<file path="config.mk">
export PLATFORM = sky130hd
export DESIGN_NAME = id_record_crc16_validator
export DESIGN_NICKNAME = d
export VERILOG_FILES = /design/src/design/idrc_pkg.sv /design/src/design/idrc_track.sv /design/src/design/idrc_outreg.sv /design/src/design/id_record_crc16_validator.sv
export SDC_FILE = /design/constraint.sdc
export NUM_CORES = 1
export LEC_CHECK = 0
export ABC_CLOCK_PERIOD_IN_PS = 10900
export BUFFER_PORTS_ARGS = -buffer_cell sky130_fd_sc_hd__buf_2
export CORE_MARGIN = 2
export CORE_UTILIZATION = 42
export CTS_CLUSTER_DIAMETER = 150
export DETAILED_ROUTE_END_ITERATION = 12
export PLACE_DENSITY = 0.61
export SETUP_SLACK_MARGIN = 0.4
export SLEW_MARGIN = 40
export SYNTH_ARGS = -nofsm -noshare
export SYNTH_HDL_FRONTEND = slang
export SYNTH_HIERARCHICAL = 1
export SYNTH_SLANG_ARGS = --single-unit
export TNS_END_PERCENT = 100
</file>
<file path="constraint.sdc">
create_clock -name clk -period 10.9 [get_ports clk]
set_input_delay 1.635 -clock clk [delete_from_list [all_inputs] [get_ports clk]]
set_output_delay 1.635 -clock clk [all_outputs]
set_load 0.02 [all_outputs]
</file>
<file path="src/design/idrc_pkg.sv">
// Shared types, constants and the CRC-16 byte step for the identity record validator.
// No dependencies; imported by every module of the block.
`default_nettype none

package idrc_pkg;

    localparam int POS_W    = 5;
    localparam int UNIT_LEN = 11;
    localparam int UNIT_IDX_W = 4;
    localparam int CFG_IDX_W  = 2;

    typedef logic [POS_W-1:0]      pos_t;
    typedef logic [1:0]            status_t;
    typedef logic [CFG_IDX_W-1:0]  cfg_idx_t;

    // record layout
    localparam pos_t POS_MAGIC0     = 5'd0;
    localparam pos_t POS_MAGIC1     = 5'd1;
    localparam pos_t POS_CAGE_LO    = 5'd2;
    localparam pos_t POS_CAGE_HI    = 5'd3;
    localparam pos_t POS_UNIT_FIRST = 5'd4;
    localparam pos_t POS_UNIT_END   = 5'd15;
    localparam pos_t POS_TIME_FIRST = 5'd16;
    localparam pos_t POS_CRC_SPAN   = 5'd20;
    localparam pos_t POS_CRC_LO     = 5'd20;
    localparam pos_t POS_LAST       = 5'd21;

    localparam logic [15:0] CRC_POLY = 16'h8005;
    localparam logic [15:0] CRC_TOP  = 16'h8000;
    localparam logic [15:0] CRC_INIT = 16'h0000;

    localparam status_t STATUS_VALID = 2'd0;
    localparam status_t STATUS_MAGIC = 2'd1;
    localparam status_t STATUS_CRC   = 2'd2;

    localparam cfg_idx_t CFG_MAGIC_FIRST  = 2'd0;
    localparam cfg_idx_t CFG_MAGIC_SECOND = 2'd1;

    localparam logic [7:0] MAGIC_FIRST_RST  = 8'd73;
    localparam logic [7:0] MAGIC_SECOND_RST = 8'd68;

    typedef struct packed {
        status_t     status;
        logic [15:0] cage_number;
        logic [63:0] unit_chars_low;
        logic [23:0] unit_chars_high;
        logic [31:0] time_stamp;
        logic [15:0] crc_stored;
        logic [15:0] crc_computed;
    } idrc_result_t;

    // one byte of CRC-16, MSB first, unreflected
    function automatic logic [15:0] crc_step(input logic [15:0] crc, input logic [7:0] b);
        logic [15:0] c;
        c = crc ^ {b, 8'h00};
        for (int k = 0; k < 8; k++) begin
            if ((c & CRC_TOP) != 16'h0000)
            begin
                c = {c[14:0], 1'b0} ^ CRC_POLY;
            end
            else
            begin
                c = {c[14:0], 1'b0};
            end
        end
        return c;
    endfunction

endpackage

`default_nettype wire

</file>
<file path="src/design/idrc_track.sv">
// Record tracker: byte position, running CRC, magic check and field capture.
// Builds the result word on the last record byte. Depends on idrc_pkg.
`default_nettype none

module idrc_track (
    input  wire logic                  clk,
    input  wire logic                  rst_n,
    input  wire logic                  accept,
    input  wire logic [7:0]            data_byte,
    input  wire logic                  record_start,
    input  wire logic [7:0]            magic_first,
    input  wire logic [7:0]            magic_second,
    output logic                       is_last,
    output idrc_pkg::idrc_result_t     res
);
    import idrc_pkg::*;

    pos_t        pos_reg, pos_next, pos_eff;
    logic [15:0] crc_reg, crc_next, crc_base;
    logic        magic_ok_reg, magic_ok_next, magic_base;
    logic [15:0] cage_reg;
    logic [7:0]  unit_reg [UNIT_LEN];
    logic [31:0] time_reg;
    logic [7:0]  crc_low_reg;
    logic [UNIT_IDX_W-1:0] unit_idx;
    logic        unit_we;
    logic [15:0] stored;
    status_t     st;
    logic        ok;

    always_comb
    begin
        // record_start and out-of-range positions restart the record
        pos_eff    = (record_start || pos_reg > POS_LAST) ? POS_MAGIC0 : pos_reg;
        crc_base   = (pos_eff == POS_MAGIC0) ? CRC_INIT : crc_reg;
        magic_base = (pos_eff == POS_MAGIC0) ? 1'b1 : magic_ok_reg;
        crc_next   = (pos_eff < POS_CRC_SPAN) ? crc_step(crc_base, data_byte) : crc_base;

        magic_ok_next = magic_base;
        if (pos_eff == POS_MAGIC0 && data_byte != magic_first)
        begin
            magic_ok_next = 1'b0;
        end
        if (pos_eff == POS_MAGIC1 && data_byte != magic_second)
        begin
            magic_ok_next = 1'b0;
        end

        is_last  = (pos_eff == POS_LAST);
        pos_next = is_last ? POS_MAGIC0 : pos_eff + 5'd1;

        unit_we  = (pos_eff >= POS_UNIT_FIRST) && (pos_eff < POS_UNIT_END);
        unit_idx = UNIT_IDX_W'(pos_eff - POS_UNIT_FIRST);
    end

    always_ff @(posedge clk or negedge rst_n)
    begin
        if (!rst_n)
        begin
            pos_reg      <= POS_MAGIC0;
            crc_reg      <= CRC_INIT;
            magic_ok_reg <= 1'b1;
            cage_reg     <= 16'h0000;
            time_reg     <= 32'h0000_0000;
            crc_low_reg  <= 8'h00;
        end
        else if (accept)
        begin
            pos_reg      <= pos_next;
            crc_reg      <= crc_next;
            magic_ok_reg <= magic_ok_next;
            if (pos_eff == POS_CAGE_LO)
            begin
                cage_reg[7:0] <= data_byte;
            end
            if (pos_eff == POS_CAGE_HI)
            begin
                cage_reg[15:8] <= data_byte;
            end
            if (pos_eff >= POS_TIME_FIRST && pos_eff < POS_CRC_SPAN)
            begin
                unique case (pos_eff[1:0])
                    2'd0:    time_reg[7:0]   <= data_byte;
                    2'd1:    time_reg[15:8]  <= data_byte;
                    2'd2:    time_reg[23:16] <= data_byte;
                    default: time_reg[31:24] <= data_byte;
                endcase
            end
            if (pos_eff == POS_CRC_LO)
            begin
                crc_low_reg <= data_byte;
            end
        end
    end

    // unit characters: no reset, each entry written before it is read
    always_ff @(posedge clk)
    begin
        if (accept && unit_we)
        begin
            unit_reg[unit_idx] <= data_byte;
        end
    end

    always_comb
    begin
        stored = {data_byte, crc_low_reg};
        if (!magic_ok_reg)
        begin
            st = STATUS_MAGIC;
        end
        else if (stored != crc_base)
        begin
            st = STATUS_CRC;
        end
        else
        begin
            st = STATUS_VALID;
        end
        ok = (st == STATUS_VALID);

        res.status          = st;
        res.cage_number     = ok ? cage_reg : 16'h0000;
        res.unit_chars_low  = ok ? {unit_reg[7], unit_reg[6], unit_reg[5], unit_reg[4],
                                    unit_reg[3], unit_reg[2], unit_reg[1], unit_reg[0]}
                                 : 64'h0;
        res.unit_chars_high = ok ? {unit_reg[10], unit_reg[9], unit_reg[8]} : 24'h0;
        res.time_stamp      = ok ? time_reg : 32'h0;
        res.crc_stored      = stored;
        res.crc_computed    = crc_base;
    end

endmodule

`default_nettype wire

</file>
<file path="src/design/idrc_outreg.sv">
// Result output register with valid/stall handshake.
// Holds one result word until the consumer takes it. Depends on idrc_pkg.
`default_nettype none

module idrc_outreg (
    input  wire logic                  clk,
    input  wire logic                  rst_n,
    input  wire logic                  load,
    input  wire idrc_pkg::idrc_result_t res_d,
    input  wire logic                  out_stall,
    output logic                       out_valid,
    output logic                       hold,
    output idrc_pkg::idrc_result_t     res_q
);
    import idrc_pkg::*;

    logic         valid_reg;
    idrc_result_t data_reg;

    always_ff @(posedge clk or negedge rst_n)
    begin
        if (!rst_n)
        begin
            valid_reg <= 1'b0;
        end
        else if (load)
        begin
            valid_reg <= 1'b1;
        end
        else if (!out_stall)
        begin
            valid_reg <= 1'b0;
        end
    end

    always_ff @(posedge clk)
    begin
        if (load)
        begin
            data_reg <= res_d;
        end
    end

    assign out_valid = valid_reg;
    assign hold      = valid_reg && out_stall;
    assign res_q     = data_reg;

endmodule

`default_nettype wire

</file>
<file path="src/design/id_record_crc16_validator.sv">
// Top level of the identity record CRC-16 validator: config registers and handshakes.
// Uses idrc_track and idrc_outreg; depends on idrc_pkg.
//
//  channel   signals                              direction  word
//  input     in_valid / in_stall                  in         data_byte, record_start
//  output    out_valid / out_stall                out        status .. crc_computed
//  config    cfg_valid / cfg_ready                in         cfg_index, cfg_data
//
// One byte per cycle, except while the last record byte stalls; the record state updates on the accepting edge.
// A result appears on out_valid in the cycle after the last record byte (byte 21) is accepted.
// Bytes other than the last are taken even while a result waits; the last byte
// stalls only while the output register is full and stalled.
// Reset restores magic bytes to 'I','D' and restarts at record byte 0.
`default_nettype none

module id_record_crc16_validator (
    input  wire logic                   clk,
    input  wire logic                   rst_n,
    input  wire logic                   in_valid,
    output logic                        in_stall,
    input  wire logic [7:0]             data_byte,
    input  wire logic                   record_start,
    output logic                        out_valid,
    input  wire logic                   out_stall,
    output logic [1:0]                  status,
    output logic [15:0]                 cage_number,
    output logic [63:0]                 unit_chars_low,
    output logic [23:0]                 unit_chars_high,
    output logic [31:0]                 time_stamp,
    output logic [15:0]                 crc_stored,
    output logic [15:0]                 crc_computed,
    input  wire logic                   cfg_valid,
    output logic                        cfg_ready,
    input  wire idrc_pkg::cfg_idx_t     cfg_index,
    input  wire logic [7:0]             cfg_data
);
    import idrc_pkg::*;

    logic [7:0]   magic_first_reg, magic_second_reg;
    logic         accept, is_last, hold;
    idrc_result_t res_d, res_q;

    assign cfg_ready = 1'b1;

    always_ff @(posedge clk or negedge rst_n)
    begin
        if (!rst_n)
        begin
            magic_first_reg  <= MAGIC_FIRST_RST;
            magic_second_reg <= MAGIC_SECOND_RST;
        end
        else if (cfg_valid && cfg_ready)
        begin
            unique case (cfg_index)
                CFG_MAGIC_FIRST:  magic_first_reg  <= cfg_data;
                CFG_MAGIC_SECOND: magic_second_reg <= cfg_data;
                default:          ;
            endcase
        end
    end

    assign in_stall = hold && is_last;
    assign accept   = in_valid && !in_stall;

    idrc_track u_track (
        .clk          (clk),
        .rst_n        (rst_n),
        .accept       (accept),
        .data_byte    (data_byte),
        .record_start (record_start),
        .magic_first  (magic_first_reg),
        .magic_second (magic_second_reg),
        .is_last      (is_last),
        .res          (res_d)
    );

    idrc_outreg u_outreg (
        .clk       (clk),
        .rst_n     (rst_n),
        .load      (accept && is_last),
        .res_d     (res_d),
        .out_stall (out_stall),
        .out_valid (out_valid),
        .hold      (hold),
        .res_q     (res_q)
    );

    assign status          = res_q.status;
    assign cage_number     = res_q.cage_number;
    assign unit_chars_low  = res_q.unit_chars_low;
    assign unit_chars_high = res_q.unit_chars_high;
    assign time_stamp      = res_q.time_stamp;
    assign crc_stored      = res_q.crc_stored;
    assign crc_computed    = res_q.crc_computed;

endmodule

`default_nettype wire

</file>
# Word-level counts from Yosys, hierarchy flattened
# Memories as Yosys holds them, arrays and structs flattened. A register that Yosys moved wholly into a read port is not among the register bits.
# Cells that the tools add are included.
# classes
eq_ne	12
add_sub_neg	2
reduce_logical	38
n_bitwise	10
order_cmp	5
muxes	21
# op_table
cell	count
$mux 16	10
$not 3->3	8
$ne 16x16->1	1
$ne 8x8->1	2
$xor 16x16->16	1
$logic_not 1->1	12
$reduce_and 2->1	6
$reduce_and 3->1	4
$eq 5x2->1 const B	2
$eq 5x5->1 const B	2
$mux 5	2
$logic_and 1x1->1	9
$mux 1	7
$logic_not 2->1	3
$add 5x1->5 const B	1
$eq 5x1->1 const B	1
$ge 5x3->1 const B	1
$ge 5x5->1 const B	1
$gt 5x5->1 const B	1
$logic_not 5->1	1
$lt 5x4->1 const B	1
$lt 5x5->1 const B	1
$eq 2x1->1 const B	2
$mux 2	2
other kinds (7)	7
# totals
output_inout_bits	173
input_bits	24
regBits	177
ram_bits	88
memories	1
# memory_table
memory	words	word_bits	rd	rd_clocked_by_memory_dff	wr	line	source
u_track.unit_reg	11	8	11	11	1	idrc_track.sv:22	logic [7:0] unit_reg [UNIT_LEN];

# Longest topological paths before layout
# Gate-level depths: netlist of the first run.
# logic_depth
ltp_word	23
mapped_depth	14
depth_no_buf	12

# Cells and area by module
# The synthesis of the first run kept the hierarchy.
# modules_own_cells
module	instances	area_per_inst_um2	cells_each	seq_area_each_um2
idrc_track	1	8873.5	777	4595.7
idrc_outreg	1	5143.7	173	5129.9
id_record_crc16_validator	1	648.1	40	406.6

# Least setup slack after synthesis of the first run
# OpenSTA, ideal clock, no wires.
# synth_timing
kind	input-to-reg
start	input port record_start
end	register u_outreg.data_reg, in the netlist u_outreg/res_q[0] (enable)
stages	7
slack_ns	0.087
setup_time_ns	0.704
t_required_ns	10.196
arrival_time_ns	10.108
path_buffers	0
path_cell_list	a21oi_1 -> nand2_1 -> inv_1 -> ha_1 -> nor4b_1 -> nand2_1 -> nor2_1
# synth_via
elab_chain_cells	7
# synth_lines
element	line	source
start: declaration	id_record_crc16_validator.sv:22	input wire logic record_start,
$logic_or 1x1->1 (*)	idrc_track.sv:34	pos_eff = (record_start || pos_reg > POS_LAST) ? POS_MAGIC0 : pos_reg;
$mux 5 (*)	idrc_track.sv:34	
$eq 5x5->1 (*)	idrc_track.sv:49	is_last = (pos_eff == POS_LAST);
via is_last	id_record_crc16_validator.sv:40	logic accept, is_last, hold;
$logic_and 1x1->1	id_record_crc16_validator.sv:62	assign in_stall = hold && is_last;
$logic_not 1->1	id_record_crc16_validator.sv:63	assign accept = in_valid && !in_stall;
$logic_and 1x1->1	id_record_crc16_validator.sv:63	
$logic_and 1x1->1 (*)	id_record_crc16_validator.sv:80	.load (accept && is_last),
end signal: assignment	idrc_outreg.sv:40	data_reg <= res_d;
end: declaration	idrc_outreg.sv:18	idrc_result_t data_reg;
# The timed path passes the listed nets; every way through them passes the cells marked *.
# A chain may end at the register's enable or synchronous reset.

# Worst setup path in the final report of the first run
# layout_timing
start	input port record_start
end	output port in_stall
# layout_via
elab_chain_cells	4
# layout_lines
element	line	source
$logic_or 1x1->1	idrc_track.sv:34	
$mux 5	idrc_track.sv:34	
$eq 5x5->1	idrc_track.sv:49	
via is_last	id_record_crc16_validator.sv:40	
$logic_and 1x1->1	id_record_crc16_validator.sv:62	
end: declaration	id_record_crc16_validator.sv:20	output logic in_stall,
# The timed path passes the listed nets, and every way through them passes these cells.

==> results of run 1 <==
-- cell usage in the layout, fill, tap and decap left out, drive strengths merged, types with 5 or more instances in the layout --
cell    Yosys  routed
nand2     169     169
and2       28      28
inv         8       9
o21ai      14      14
ha          9       9
dfstp       6       6
nor3      144     144
edfxtp    258     258
xnor2      32      32
nor2       13      13
xor2        9       9
mux2       76      76
a21o        5       5
buf        40     211
clkinv      0      16
clkbuf     29      49
dfrtp      89      89
nand4       5       5
-- power groups by stage --
stage	logic [W]	clock network [W]	registers, W
global placement	0.000472	0	0.00160
detailed placement	0.000483	0	0.00161
global route	0.000527	0.00128	0.00159
CTS	0.000485	0.00122	0.00158
finish	0.000484	0.00119	0.00158
floorplan	0.000388	0	0.00158
-- logic make-up after synthesis --
kind of cell | after synthesis | share of synthesized area
buffers and inverters | 77 | 0.0311
XOR/XNOR | 44 | 0.0292
flip-flops | 353 | 0.691
adder cells (fa/ha/maj) | 9 | 0.00768
other | 1 | 0.000256
AO/OA/AOI/OAI | 45 | 0.0214
multiplexers | 76 | 0.0584
AND/OR/NAND/NOR | 385 | 0.161
-- synthesized netlist by cell type, drive strengths merged, types with 5 or more instances --
master,count,area [um2]
buf,40,317
dfstp,6,158
ha,9,113
and2,28,175
nand4,5,31.3
nor2,13,48.8
xnor2,32,280
dfrtp,89,2230
o21ai,14,70.1
xor2,9,78.8
inv,8,30.0
nand2,169,644
edfxtp,258,7750
a21o,5,37.5
mux2,76,856
nor3,144,1280
clkbuf,29,109
-- worst min-delay path by stage --
| stage | depth (start not counted) | slack (ps) | endpoint | start |
|---|---|---|---|---|
| global route | 1 | 510 | u_track/cage_reg[6] | u_track/cage_reg[6] |
| global placement | 1 | 480 | u_outreg/out_valid | u_outreg/out_valid |
| CTS | 1 | 500 | u_outreg/out_valid | u_outreg/out_valid |
| floorplan | 1 | 480 | u_track/time_reg[24] | u_track/time_reg[24] |
| finish | 1 | 500 | u_outreg/out_valid | u_outreg/out_valid |
| detailed placement | 1 | 490 | u_outreg/out_valid | u_outreg/out_valid |
-- area by class of cell --
type	instances	area, um2
multi-input cells	560	4130
fillers	3038	17300
repair buffers	212	1130
flip-flops and latches	353	10100
well taps	455	569
clock inverters	20	121
clock buffers	48	1020
inverters	8	30.0
-- metrics by stage --
stage / util / setup WS (ps) / instances
after floorplan: - / 2950 / 990
after global placement: 0.463 / 5310 / 1588
after detailed placement: 0.464 / 5390 / 1588
after CTS: 0.497 / 5600 / 1656
after global routing: 0.497 / 5390 / 1656
final: 0.497 / 5620 / 1656
-- layer usage --
metal,vias up,global-route usage,wire length [um]
met5,-,0,11
met4,2,0.0441,551
met3,46,0.0304,1700
met2,231,0.293,15800
met1,4232,0.257,14900
li1,3912,-,-
-- worst reg2reg max path: cells and delay by family (launching register included) --
kind            cells  cell delay (ps)
simple gates        7             2330
compound gates      2              720
flops               1              510
fa+ha+maj           1              310
buf+inv             1              280
==> results.txt, run 1 <==
- Outcome: finished clean
- Cell type of the slowest stage on the worst timing path: nor4b_2
- In this run, synthesis inferred between 200 and 300 flip-flops with an integrated enable.
- Average size of a mapped cell: ~15 um2
- The worst register-to-register path ends at u_track/unit_reg[8][7].
- Cells along the critical path: buf_2, a21oi_1, nand2_1, inv_1, ha_1, nor4b_2, and2_1, buf_2
* Class of the worst hold path: reg -> reg
* Setup TNS: 0 ps
* Worst setup path category: in -> out
- Vias: about 8.4k
- Worst relative slew slack: 0.434
- Along the worst path, the maximum fanout reaches 7.
- In the final design database the tool counted about 1.2k nets.
* Standard cell area after detailed placement: approximately 16000 um2
- The mapped netlist covers around 15000 um2.
* Starting density of the core: 0.426
* Post-CTS repair timing setup buffer count: 0
- TritonCTS buffer count: 38
- Relative to the synthesized area, the layout overhead comes to 16.9%.
- Combinational share of power: 0.149
- Routed vias/inst: 5.09
* Total GRT Usage: 0.182
- Max-cap violations in this run came to 0.
- Dominant register cell in the synthesized netlist: edfxtp_1
* Crit-path max cell delay: 450 ps
- Of the total power, the clock network draws 0.365.
- Finished layout cell area: approximately 17000 um2
- After detailed routing, the average wire length per cell comes to 19.9 um.
- Post-route worst hold slack: 502 ps
- 197 I/O pins were placed.
* Pwr per Cell Area: 190 nW/um2
* Antenna diode count: 0
* Vias in the first global route: around 8.3k
- Among the stages of the critical path, the cell type that occurs most often is buf_2.
- Total wire length: 33000 um
* Yosys reg bits: roughly 350
- Time the final worst path needs with I/O delays and setup: about 5300 ps
- The worst-case IR drop observed on VDD is 115 uV.
* Number of pins with negative max-slew slack in the final report: 0
- Number of I/O port buffers: roughly 200
- In this run, post-CTS repair resized a total of 0 instances.
- Dividing the final minimum period by the clock period gives 0.484.
- Die Footprint: roughly 36000 um2
- Summed over all layers, the global routing overflow is 0.
* Lkg Pwr: 5.66 nW
* RR Startpoint: u_track/pos_reg[2]
- Initial antenna violation count: 1
* Internal power consumption: 0.00238 W
* Wire length of the first global-routing pass: 50100 um
- The most critical setup path has its startpoint at record_start.
* Switching share of total power: 0.267
- Crit path buffers/inverters: 3
- Required time at the worst-slack endpoint: 9270 ps
- DR pass1 iterations: 5
- Final ANT Viol Nets: 0
- STA classifies the critical path endpoint as an output port.
- Drt initial violations: roughly 500
* Reg-to-reg setup timing slack: roughly 6400 ps
- The cell family contributing the most delay on the critical path is simple AND/OR/NAND/NOR gates.
- Final Hold Fails: 0
- The initialized floorplan defines 68 standard-cell rows.
- Sequential cell fraction of total power: 0.486
* Share of synthesized flip-flops with an asynchronous set or reset: 0.269
* Fmax: ~0.19 GHz
* Sequential area share after synthesis: 0.691
* Clock tree root driver cell: clkbuf_16
- Worst Tran Pin Value: roughly 850 ps
* Critical Path Sink: in_stall
- After synthesis, the netlist uses 54 different library cells.
- STA puts the critical path data arrival time at 3650 ps.
- Synthesis produced just under 1k cells.
- The register with the most flip-flops in the layout has 170 of them.
- After legalization and detailed placement, the total HPWL measured 19500 um.
* Chip Width: roughly 190 um
- Counting every net in the synthesized netlist gives around 1.0k.
* Final worst clock skew: ~14 ps
- Count of hold buffers inserted by post-cts repair: 0
* Die span in y: roughly 190 um
- Level count of the clock H-tree: 2
* Worst r2r path cells: 11
* Pwr Total: between 0.003 and 0.004 W
- For this run, design rule violations remaining after detail routing come to 0.
- Share of cells above drive strength 1: 0.394
- Setup violations remaining at the end of the flow were counted as 0.
- During synthesis, Yosys emitted a total of 6 warnings.
* CTS Buffer Depth: 3
* CTS tree: built
- The core region is 34500 um2.
- Sinks on the clock net: 353
- Worst-Skew Late Latency: 520 ps
- Setup repair after global routing left no endpoint under its margin.
* Sw Pwr: slightly below 0.0009 W
- RePlAce Congestion: 0.814
- Counting buffers and inverters, the worst setup path is 8 cells deep.
- Kind of start point of the critical path: input port
* Register clock-pin slew on the reported worst setup and hold paths: about 60 ps
* Maximum number of pins on one net before global-route repair: 90
Note: power is estimated with default switching activity, not from simulation.
==> run 2: changes to the inputs <==
--- a/config.mk
+++ b/config.mk
@@ -5,13 +5,14 @@
 export SDC_FILE = /design/constraint.sdc
 export NUM_CORES = 1
 export LEC_CHECK = 0
-export ABC_CLOCK_PERIOD_IN_PS = 10900
+export ABC_AREA = 1
+export ABC_CLOCK_PERIOD_IN_PS = 5430
 export BUFFER_PORTS_ARGS = -buffer_cell sky130_fd_sc_hd__buf_2
 export CORE_MARGIN = 2
 export CORE_UTILIZATION = 42
 export CTS_CLUSTER_DIAMETER = 150
 export DETAILED_ROUTE_END_ITERATION = 12
-export PLACE_DENSITY = 0.61
+export PLACE_DENSITY = 0.62
 export SETUP_SLACK_MARGIN = 0.4
 export SLEW_MARGIN = 40
 export SYNTH_ARGS = -nofsm -noshare
==> constraint.sdc (replaced) <==
create_clock -name clk -period 5.43 [get_ports clk]
set_input_delay 0.8145 -clock clk [delete_from_list [all_inputs] [get_ports clk]]
set_output_delay 0.8145 -clock clk [all_outputs]
set_load 0.02 [all_outputs]
==> run 2 against run 1 <==
Against the previous run:
- sequential share of layout area rose by 2.4 points
- global-route usage fell by 0.092 points
- clock skew fell by 1.9 ps
- utilization rose by 0.99 points
- clock-buffer cell count fell by 2
- highest routed layer is now met4
- power rose by 86%
- critical path depth rose by 13
==> results.txt, run 2 <==
- The flow ran to the end, and the final reports show no timing, DRC or antenna violations.
* Dominant register cell in the synthesized netlist: edfxtp_1
- Critical Path Sink: u_outreg/res_q[155]
* Starting density of the core: 0.426 (about the same)
* RR Startpoint: u_track/pos_reg[3]
* HPWL after DPL: 19500 um (-0.16%)
- The worst setup path is of the reg -> reg kind.
* Number of enable-type register cells in the synthesized netlist: 258 (unchanged)
- Worst setup path start: u_track/pos_reg[3]
* Chip Width: 185 um (-2.9%)
- The die footprint is 34300 um2 (-5.7%).
- Final Hold Fails: 0 (unchanged)
- After synthesis, the most frequently instantiated cells are edfxtp_1, inv_1, nand2_1.
- Fraction of the cycle the final worst path needs: 0.764
* Antenna diode count: 0 (unchanged)
- Worst relative slew slack: 0.525 (+0.0917)
- Post_cts resized: 0 (unchanged)
- The initial antenna violation count is 0 (-1).
- The critical-path maximum fanout is 106 (+99).
- Endpoint of the most critical register-to-register path: u_outreg/res_q[155]
- The transition at the pin with the smallest max-transition slack came to 712 ps (-137 ps).
- The combined global-route utilization of all metal layers is 0.181 (-0.000916).
- Share of cells above drive strength 1: 0.217 (-0.177)
- Die span in y: 185 um (-2.9%)
- Net count of the finished layout: 1397 (+16%)
* Max-capacitance violation count: 0 (unchanged)
* Worst-Skew Late Latency: 510 ps (about the same)
- The fraction of the yosys area taken by sequential cells is 0.734 (+0.0428).
- The setup slack of the most critical reg-to-reg path was 1280 ps (-5100 ps).
* Library cell occupying the most area in the post-synthesis netlist: edfxtp_1
- The setup slack after placement was 1020 ps (-4370 ps).
* Fmax: roughly 0.24 GHz
- Synth area leaders: edfxtp_1, dfrtp_1, inv_1
- The net count after synthesis came to 1189 (+16%).
- TritonCTS buffer count: 37 (-2.6%)
* Final worst clock skew: 12.0 ps (-1.92 ps)
- Required time at the worst-slack endpoint: 5780 ps (-3490 ps)
* Lkg Pwr: 6.79 nW (+20%)
- Leaving out fill and tap cells, the most frequent cell in the layout is edfxtp_1.
* Area of the mapped netlist: 13800 um2 (-5.8%)
* Routed vias/inst: 4.67 (-8.3%)
- The number of storage elements in the synthesis netlist is 353 (unchanged).
* Grt total ovfl: 0 (unchanged)
* RePlAce Congestion: 0.868 (+6.6%)
- The synthesized netlist cell count was 1156 (+17%).
- Setup repair after global routing left no endpoint under its margin.
* Level count of the clock H-tree: 2 (unchanged)
- The power density over the cells is 367 nW/um2 (+94%).
- Core region area: 32500 um2 (-5.8%)
- Flip-flop count of the largest register, all copies and words added: 170 (unchanged)
- Cell row count: 66 (-2.9%)
- The I/O pin count came to 197 (unchanged).
- Total wire length: 30800 um (-6.7%)
- The CTS clock-pin slew for the worst setup and hold paths is 60 ps (about the same).
* CTS Buffer Depth: 3 (unchanged)
- Worst r2r path cells: 21 (+10)
* Commonest cells after routing, fill and taps aside: edfxtp_1, inv_1, buf_2
* Clock tree root driver cell: clkbuf_16
- Share of synthesized flip-flops with an asynchronous set or reset: 0.269 (unchanged)
* Final ANT Viol Nets: 0 (unchanged)
- Maximum number of pins on one net before global-route repair: 107 (+19%)
* Number of pins with negative max-slew slack in the final report: 0 (unchanged)
- STA classifies the critical path endpoint as a flip-flop.
- The instance count after placement with tap cells included came to 1767 (+11%).
* Sinks on the clock net: 353 (unchanged)
- Class of the worst hold path: in -> async
* DR pass1 iterations: 5 (unchanged)
- Share of Yosys cell area claimed by the top area cell type: 0.561 (+0.0327)
- The smallest clock period supported by the final layout is computed as roughly 4100 ps.
- Final count of negative-setup-slack endpoints: 0 (unchanged)
- From synthesis to final layout, the design area changed by 19.2%.
- The final cell count without fillers came to 1835 (+11%).
- The minimum setup slack in the final design came to 1280 ps (-4340 ps).
- Vias: 8563 (+1.7%)
- The post-detailed-route DRC marker count was 0 (unchanged).
- Yosys synthesis warning count: 6 (unchanged)
- Number of I/O port buffers: 195 (unchanged)
* Post-synthesis cell type count: 35 (-35%)
- By instance count, the leading cell after synthesis is edfxtp_1.
- Wire length of the first global-routing pass: 46900 um (-6.4%)
* Drt initial violations: 710 (+43%)
- Count of hold buffers inserted by post-cts repair: 0 (unchanged)
- Data arrival at the endpoint of the critical path: 4500 ps (+850 ps)
* Average size of a mapped cell: 11.9 um2 (-19%)
* CTS tree: built
* Post-CTS repair timing setup buffer count: 0 (unchanged)
* Setup TNS: 0 ps (unchanged)
- Wire length per cell: 16.8 um (-16%)
- The number of global-route vias before repair is 8259 (-0.012%).
* Kind of start point of the critical path: flip-flop
* Worst voltage drop across the vdd grid: 191 uV (+66%)
==> run 2: changes by cell type after synthesis, sizes merged, moves of 37 or more <==
| cell | change |
|---|---|
| inv | +195 |
| mux2 | -76 |
| nand3 | +37 |
| nor2 | +151 |
| nor3 | -134 |
| o21ai | +69 |
==> run 2: layout make-up <==
class,count,area [um2]
Tap cell,442,553
Clock inverter,22,210
Multi-Input combinational cell,554,2640
Clock buffer,46,1010
Sequential cell,353,10100
Fill cell,2845,16000
Inverter,204,774
Timing Repair Buffer,214,1140
==> run 2: how the worst min path moves through the flow <==
stage                           startpoint                   to  slack (ps)
floorplan           u_track/crc_low_reg[0]   u_outreg/res_q[16]         420
global placement    u_track/crc_low_reg[0]   u_outreg/res_q[16]         440
detailed placement  u_track/crc_low_reg[0]   u_outreg/res_q[16]         430
CTS                                  rst_n  u_track/cage_reg[5]         320
global route                         rst_n  u_track/cage_reg[5]         330
finish                               rst_n  u_track/cage_reg[5]         310
==> run 2: metrics by stage <==
step | utilization | cell area, um2 | hold slack (ps) | total power [W]
2_1_floorplan | - | 13800 | 425 | 0.00343
3_3_place_gp | 0.469 | 15200 | 437 | 0.00358
3_5_place_dp | 0.470 | 15200 | 432 | 0.00358
4_1_cts | 0.507 | 16500 | 321 | 0.00612
5_1_grt | 0.507 | 16500 | 331 | 0.00630
6_report | 0.507 | 16500 | 314 | 0.00605
==> run 2: layer usage <==
metal,wire length (um),vias up,share of wire,GRT usage
li1,-,4153,-,-
met1,14000,4112,0.45,0.255
met2,14600,262,0.47,0.294
met3,1760,36,0.057,0.0293
met4,458,0,0.015,0.0441
met5,0,-,0,0
==> run 2: where the power goes <==
group	leakage (nW)	internal, W	switching [W]
combinational	2.77	0.000153	0.000314
sequential	3.42	0.00300	0.0000650
clock	0.600	0.00152	0.000998
total	6.79	0.00467	0.00138
==> run 2: kinds of logic after synthesis <==
family	after synthesis	share of synthesized area
flip-flops	353	0.734
adder cells (fa/ha/maj)	9	0.00815
other	1	0.000272
AND/OR/NAND/NOR	406	0.124
AO/OA/AOI/OAI	112	0.0420
buffers and inverters	249	0.0757
XOR/XNOR	26	0.0165
==> run 2: worst max-delay path: stages, from the launching register on <==
cell and delay [ps]:
dfrtp_1 440, inv_1 110, nand2_1 70, a21oi_1 210, inv_1 80, nor2_1 270, inv_1 130, ha_1 250
nand2_1 90, inv_2 40, nand2_2 240, inv_4 100, nor2_1 190, xor2_1 240, ha_1 180, nand4_1 80
a211oi_1 210, nand3_1 110, nor4_2 320, nand2_4 90, buf_12 220, nor2_1 180
==> run 3: changes to the inputs <==
--- a/config.mk
+++ b/config.mk
@@ -6,7 +6,7 @@
 export NUM_CORES = 1
 export LEC_CHECK = 0
 export ABC_AREA = 1
-export ABC_CLOCK_PERIOD_IN_PS = 5430
+export ABC_CLOCK_PERIOD_IN_PS = 4300
 export BUFFER_PORTS_ARGS = -buffer_cell sky130_fd_sc_hd__buf_2
 export CORE_MARGIN = 2
 export CORE_UTILIZATION = 42
==> constraint.sdc (replaced) <==
create_clock -name clk -period 4.3 [get_ports clk]
set_input_delay 0.645 -clock clk [delete_from_list [all_inputs] [get_ports clk]]
set_output_delay 0.645 -clock clk [all_outputs]
set_load 0.02 [all_outputs]
==> run 3 against run 2 <==
Against the previous run:
- critical path depth up 1
- clock-buffer cell count up 4
- design area up 3.3%
- worst hold slack worse by 150 ps
- sequential cell count unchanged
- clock power up 22%
- register-to-register slack worse by 770 ps
- first-iteration DRC count up 19%
- critical endpoint is now u_outreg/res_q[137]
- highest routed layer unchanged
==> results.txt, run 3 (synthesized netlist as in run 2, its figures left out) <==
* Crit-path max cell delay: 440 ps (about the same)
- Sw Pwr: 0.00180 W (+31%)
- The clock buffer count from CTS came to 37 (unchanged).
- The largest net degree at the start of global routing is 107 (unchanged).
* Data arrival at the endpoint of the critical path: 4160 ps (-340 ps)
* Cells along the critical path: nand2_2, nand2_2, a21oi_4, inv_2, nor2_4, inv_1, ha_2, nand2_1, inv_2, nand2_4, buf_12, nand2_1, xor2_2, ha_1, nand4_1, a211oi_2, nand3_1, nor4_4, buf_6, nand2_8, buf_8, nor2_1
* Final ANT Viol Nets: 0 (unchanged)
- Count of hold buffers inserted by post-cts repair: 0 (unchanged)
- Sequential cell fraction of total power: 0.511 (+0.004)
* Number of fillers in the final layout: 2794 (-1.8%)
- Number of I/O port buffers: 195 (unchanged)
- Die span in y: 185 um (unchanged)
- The I/O pin count came to 197 (unchanged).
- The number of hold-slack violations in the final timing report came to 0 (unchanged).
* Starting density of the core: 0.426 (unchanged)
- Die Footprint: 34300 um2 (unchanged)
* Cell type of the slowest stage on the worst timing path: dfrtp_2
- The first-iteration detailed-routing DRC count was 843 (+19%).
- Family with the most delay on the worst path: simple AND/OR/NAND/NOR gates
- Fmax: 0.264 GHz (+9.6%)
- Wire length per cell: 18.3 um (+9.2%)
- Type of element capturing the critical path: flip-flop
- Required time at the worst-slack endpoint: 4680 ps (-1100 ps)
* Clock tree root driver cell: clkbuf_16
* Core region area: 32500 um2 (unchanged)
- The overall overflow remaining after global route came to 0 (unchanged).
- Total wire length: 34200 um (+11%)
- The area used by sequential logic in the layout is 10100 um2 (about the same).
- TritonCTS built the clock tree.
- Clock power frac: 0.404 (-0.012)
- The clock tree skew after final layout came to 13.5 ps (+1.55 ps).
* DR DRC count: 0 (unchanged)
* Crit path buffers/inverters: 6 (unchanged)
* Worst-Skew Late Latency: 530 ps (+20 ps)
- Final count of negative-setup-slack endpoints: 0 (unchanged)
- The transition at the pin with the smallest max-transition slack is 803 ps (+91.6 ps).
* Vias: 8914 (+4.1%)
- The fraction of power consumed by combinational cells came to 0.085 (+0.008).
- Compared with the post-synthesis result, the final layout area differs by 23.1%.
* Sinks on the clock net: 353 (unchanged)
- Leaving out fill and tap cells, the most frequent cell in the layout is edfxtp_1.
- Lkg Pwr: 7.04 nW (+3.6%)
- Number of pins with negative max-slew slack in the final report: 0 (unchanged)
- The placed wire-length estimate is 19000 um (-2.6%).
- Pwr per Cell Area: 447 nW/um2 (+22%)
- Top Usage Layer GRT: met2
* Commonest cells after routing, fill and taps aside: edfxtp_1, inv_1, buf_2
- Max-capacitance violation count: 0 (unchanged)
- Fraction of the cycle the final worst path needs: 0.880 (+0.116)
- Setup repair after global routing missed its margin: no
- The length of the first detailed-routing pass in iterations was 5 (unchanged).
* Vias in the first global route: 8289 (+0.36%)
- The design internal power came to 0.00580 W (+24%).
- Net count of the finished layout: 1427 (+2.1%)
- The number of antenna repair diodes came to 0 (unchanged).
- Time the final worst path needs with I/O delays and setup: 3780 ps (-362 ps)
- Met1 demand-to-capacity share in global routing: 0.256 (+0.00109)
- Kind of start point of the critical path: flip-flop
- The switching portion of total power came to 0.237 (+0.00944).
* Total GRT Usage: 0.182 (+0.00144)
* CTS Buffer Depth: 3 (unchanged)
- Met3 track utilization from global routing: 0.0295 (+0.000197)
- Post-route worst hold slack: 165 ps (-149 ps)
* Worst voltage drop across the vdd grid: 257 uV (+34%)
- The worst max-slew margin expressed relative to the limit came to 0.464 (-0.0617).
* Cell row count: 66 (unchanged)
* Share of cells above drive strength 1: 0.247 (+0.0306)
- Initial antenna violation count: 0 (unchanged)
* Met2 global-route usage: 0.294 (unchanged)
* Chip Width: 185 um (unchanged)
* Level count of the clock H-tree: 2 (unchanged)
- By startpoint and endpoint, the worst setup path is classified as reg -> reg.
* Wire length of the first global-routing pass: 47500 um (+1.3%)
- The final core utilization was 0.524 (+0.0165).
* Register clock-pin slew on the reported worst setup and hold paths: 60 ps (about the same)
- The flow ran to the end, and the final reports show no timing, DRC or antenna violations.
* Combined area of the multi-input logic cells: 2780 um2 (+5.2%)
- Flip-flop count of the largest register, all copies and words added: 170 (unchanged)
* Routed vias/inst: 4.78 (+2.4%)
- Maximum fanout count along the critical path: 19 (-82%)
- The final RePlAce weighted congestion is 0.860 (-0.93%).
* Class of the worst hold path: in -> async
[run 3: metrics by stage]
stage               instances  setup TNS (ps)  setup WS (ps)  power [W]  instance area, um2
floorplan                1156          -22840           -134    0.00434               13900
global placement         1769               0            377    0.00453               15300
detailed placement       1769               0            189    0.00454               15300
CTS                      1838               0            364    0.00762               16600
global route             1865               0            336    0.00792               17000
finish                   1865               0            516    0.00760               17000
[run 3: final timing paths]
kind,slack [ps],startpoint,cells past startpoint,end
worst min-delay path,160,rst_n,1,u_track/cage_reg[5]
worst max-delay path,520,u_track/pos_reg[2],22,u_outreg/res_q[137]
worst max register to register,520,u_track/pos_reg[2],22,u_outreg/res_q[137]
min in group clk,360,cfg_data[6],3,magic_first_reg[6]
worst min register to register,450,u_track/crc_low_reg[0],0,u_outreg/res_q[16]
max in group asynchronous,3280,rst_n,2,magic_second_reg[6]
[run 3: layer usage]
layer | vias up | wire length, um
li1 | 4240 | -
met1 | 4320 | 15000
met2 | 299 | 16500
met3 | 55 | 1950
met4 | 0 | 758
met5 | - | 0
[run 3: worst reg2reg max path, stage by stage (launching register included)]
cell      delay [ps]
dfrtp_2          440
nand2_2           90
nand2_2           70
a21oi_4          190
inv_2             80
nor2_4           140
inv_1            100
ha_2             210
nand2_1           80
inv_2             50
nand2_4          100
buf_12           150
nand2_1          110
xor2_2           190
ha_1             190
nand4_1          110
a211oi_2         220
nand3_1          160
nor4_4           360
buf_6            190
nand2_8          100
buf_8            200
nor2_1           110
[run 3: power by group through the flow]
stage	Clock, W	Sequential [W]	Combinational (W)
floorplan	0	0.00392	0.000418
global placement	0	0.00394	0.000588
detailed placement	0	0.00394	0.000597
CTS	0.00314	0.00387	0.000611
global route	0.00329	0.00390	0.000737
finish	0.00307	0.00388	0.000646
[run 3: final cells by class]
cell class / count / share of cell area
Tap cell: 442 / 0.0325
Timing Repair Buffer: 243 / 0.0932
Multi-Input combinational cell: 555 / 0.164
Sequential cell: 353 / 0.596
Clock inverter: 18 / 0.00994
Clock buffer: 50 / 0.0591
Inverter: 204 / 0.0456
[run 3: what timing repair did]
action,CTS,global route
endpoints found under the setup margin,136,236
pin swaps,0,6
cloned,1,14
gates resized for setup,6,22
setup buffers,0,13
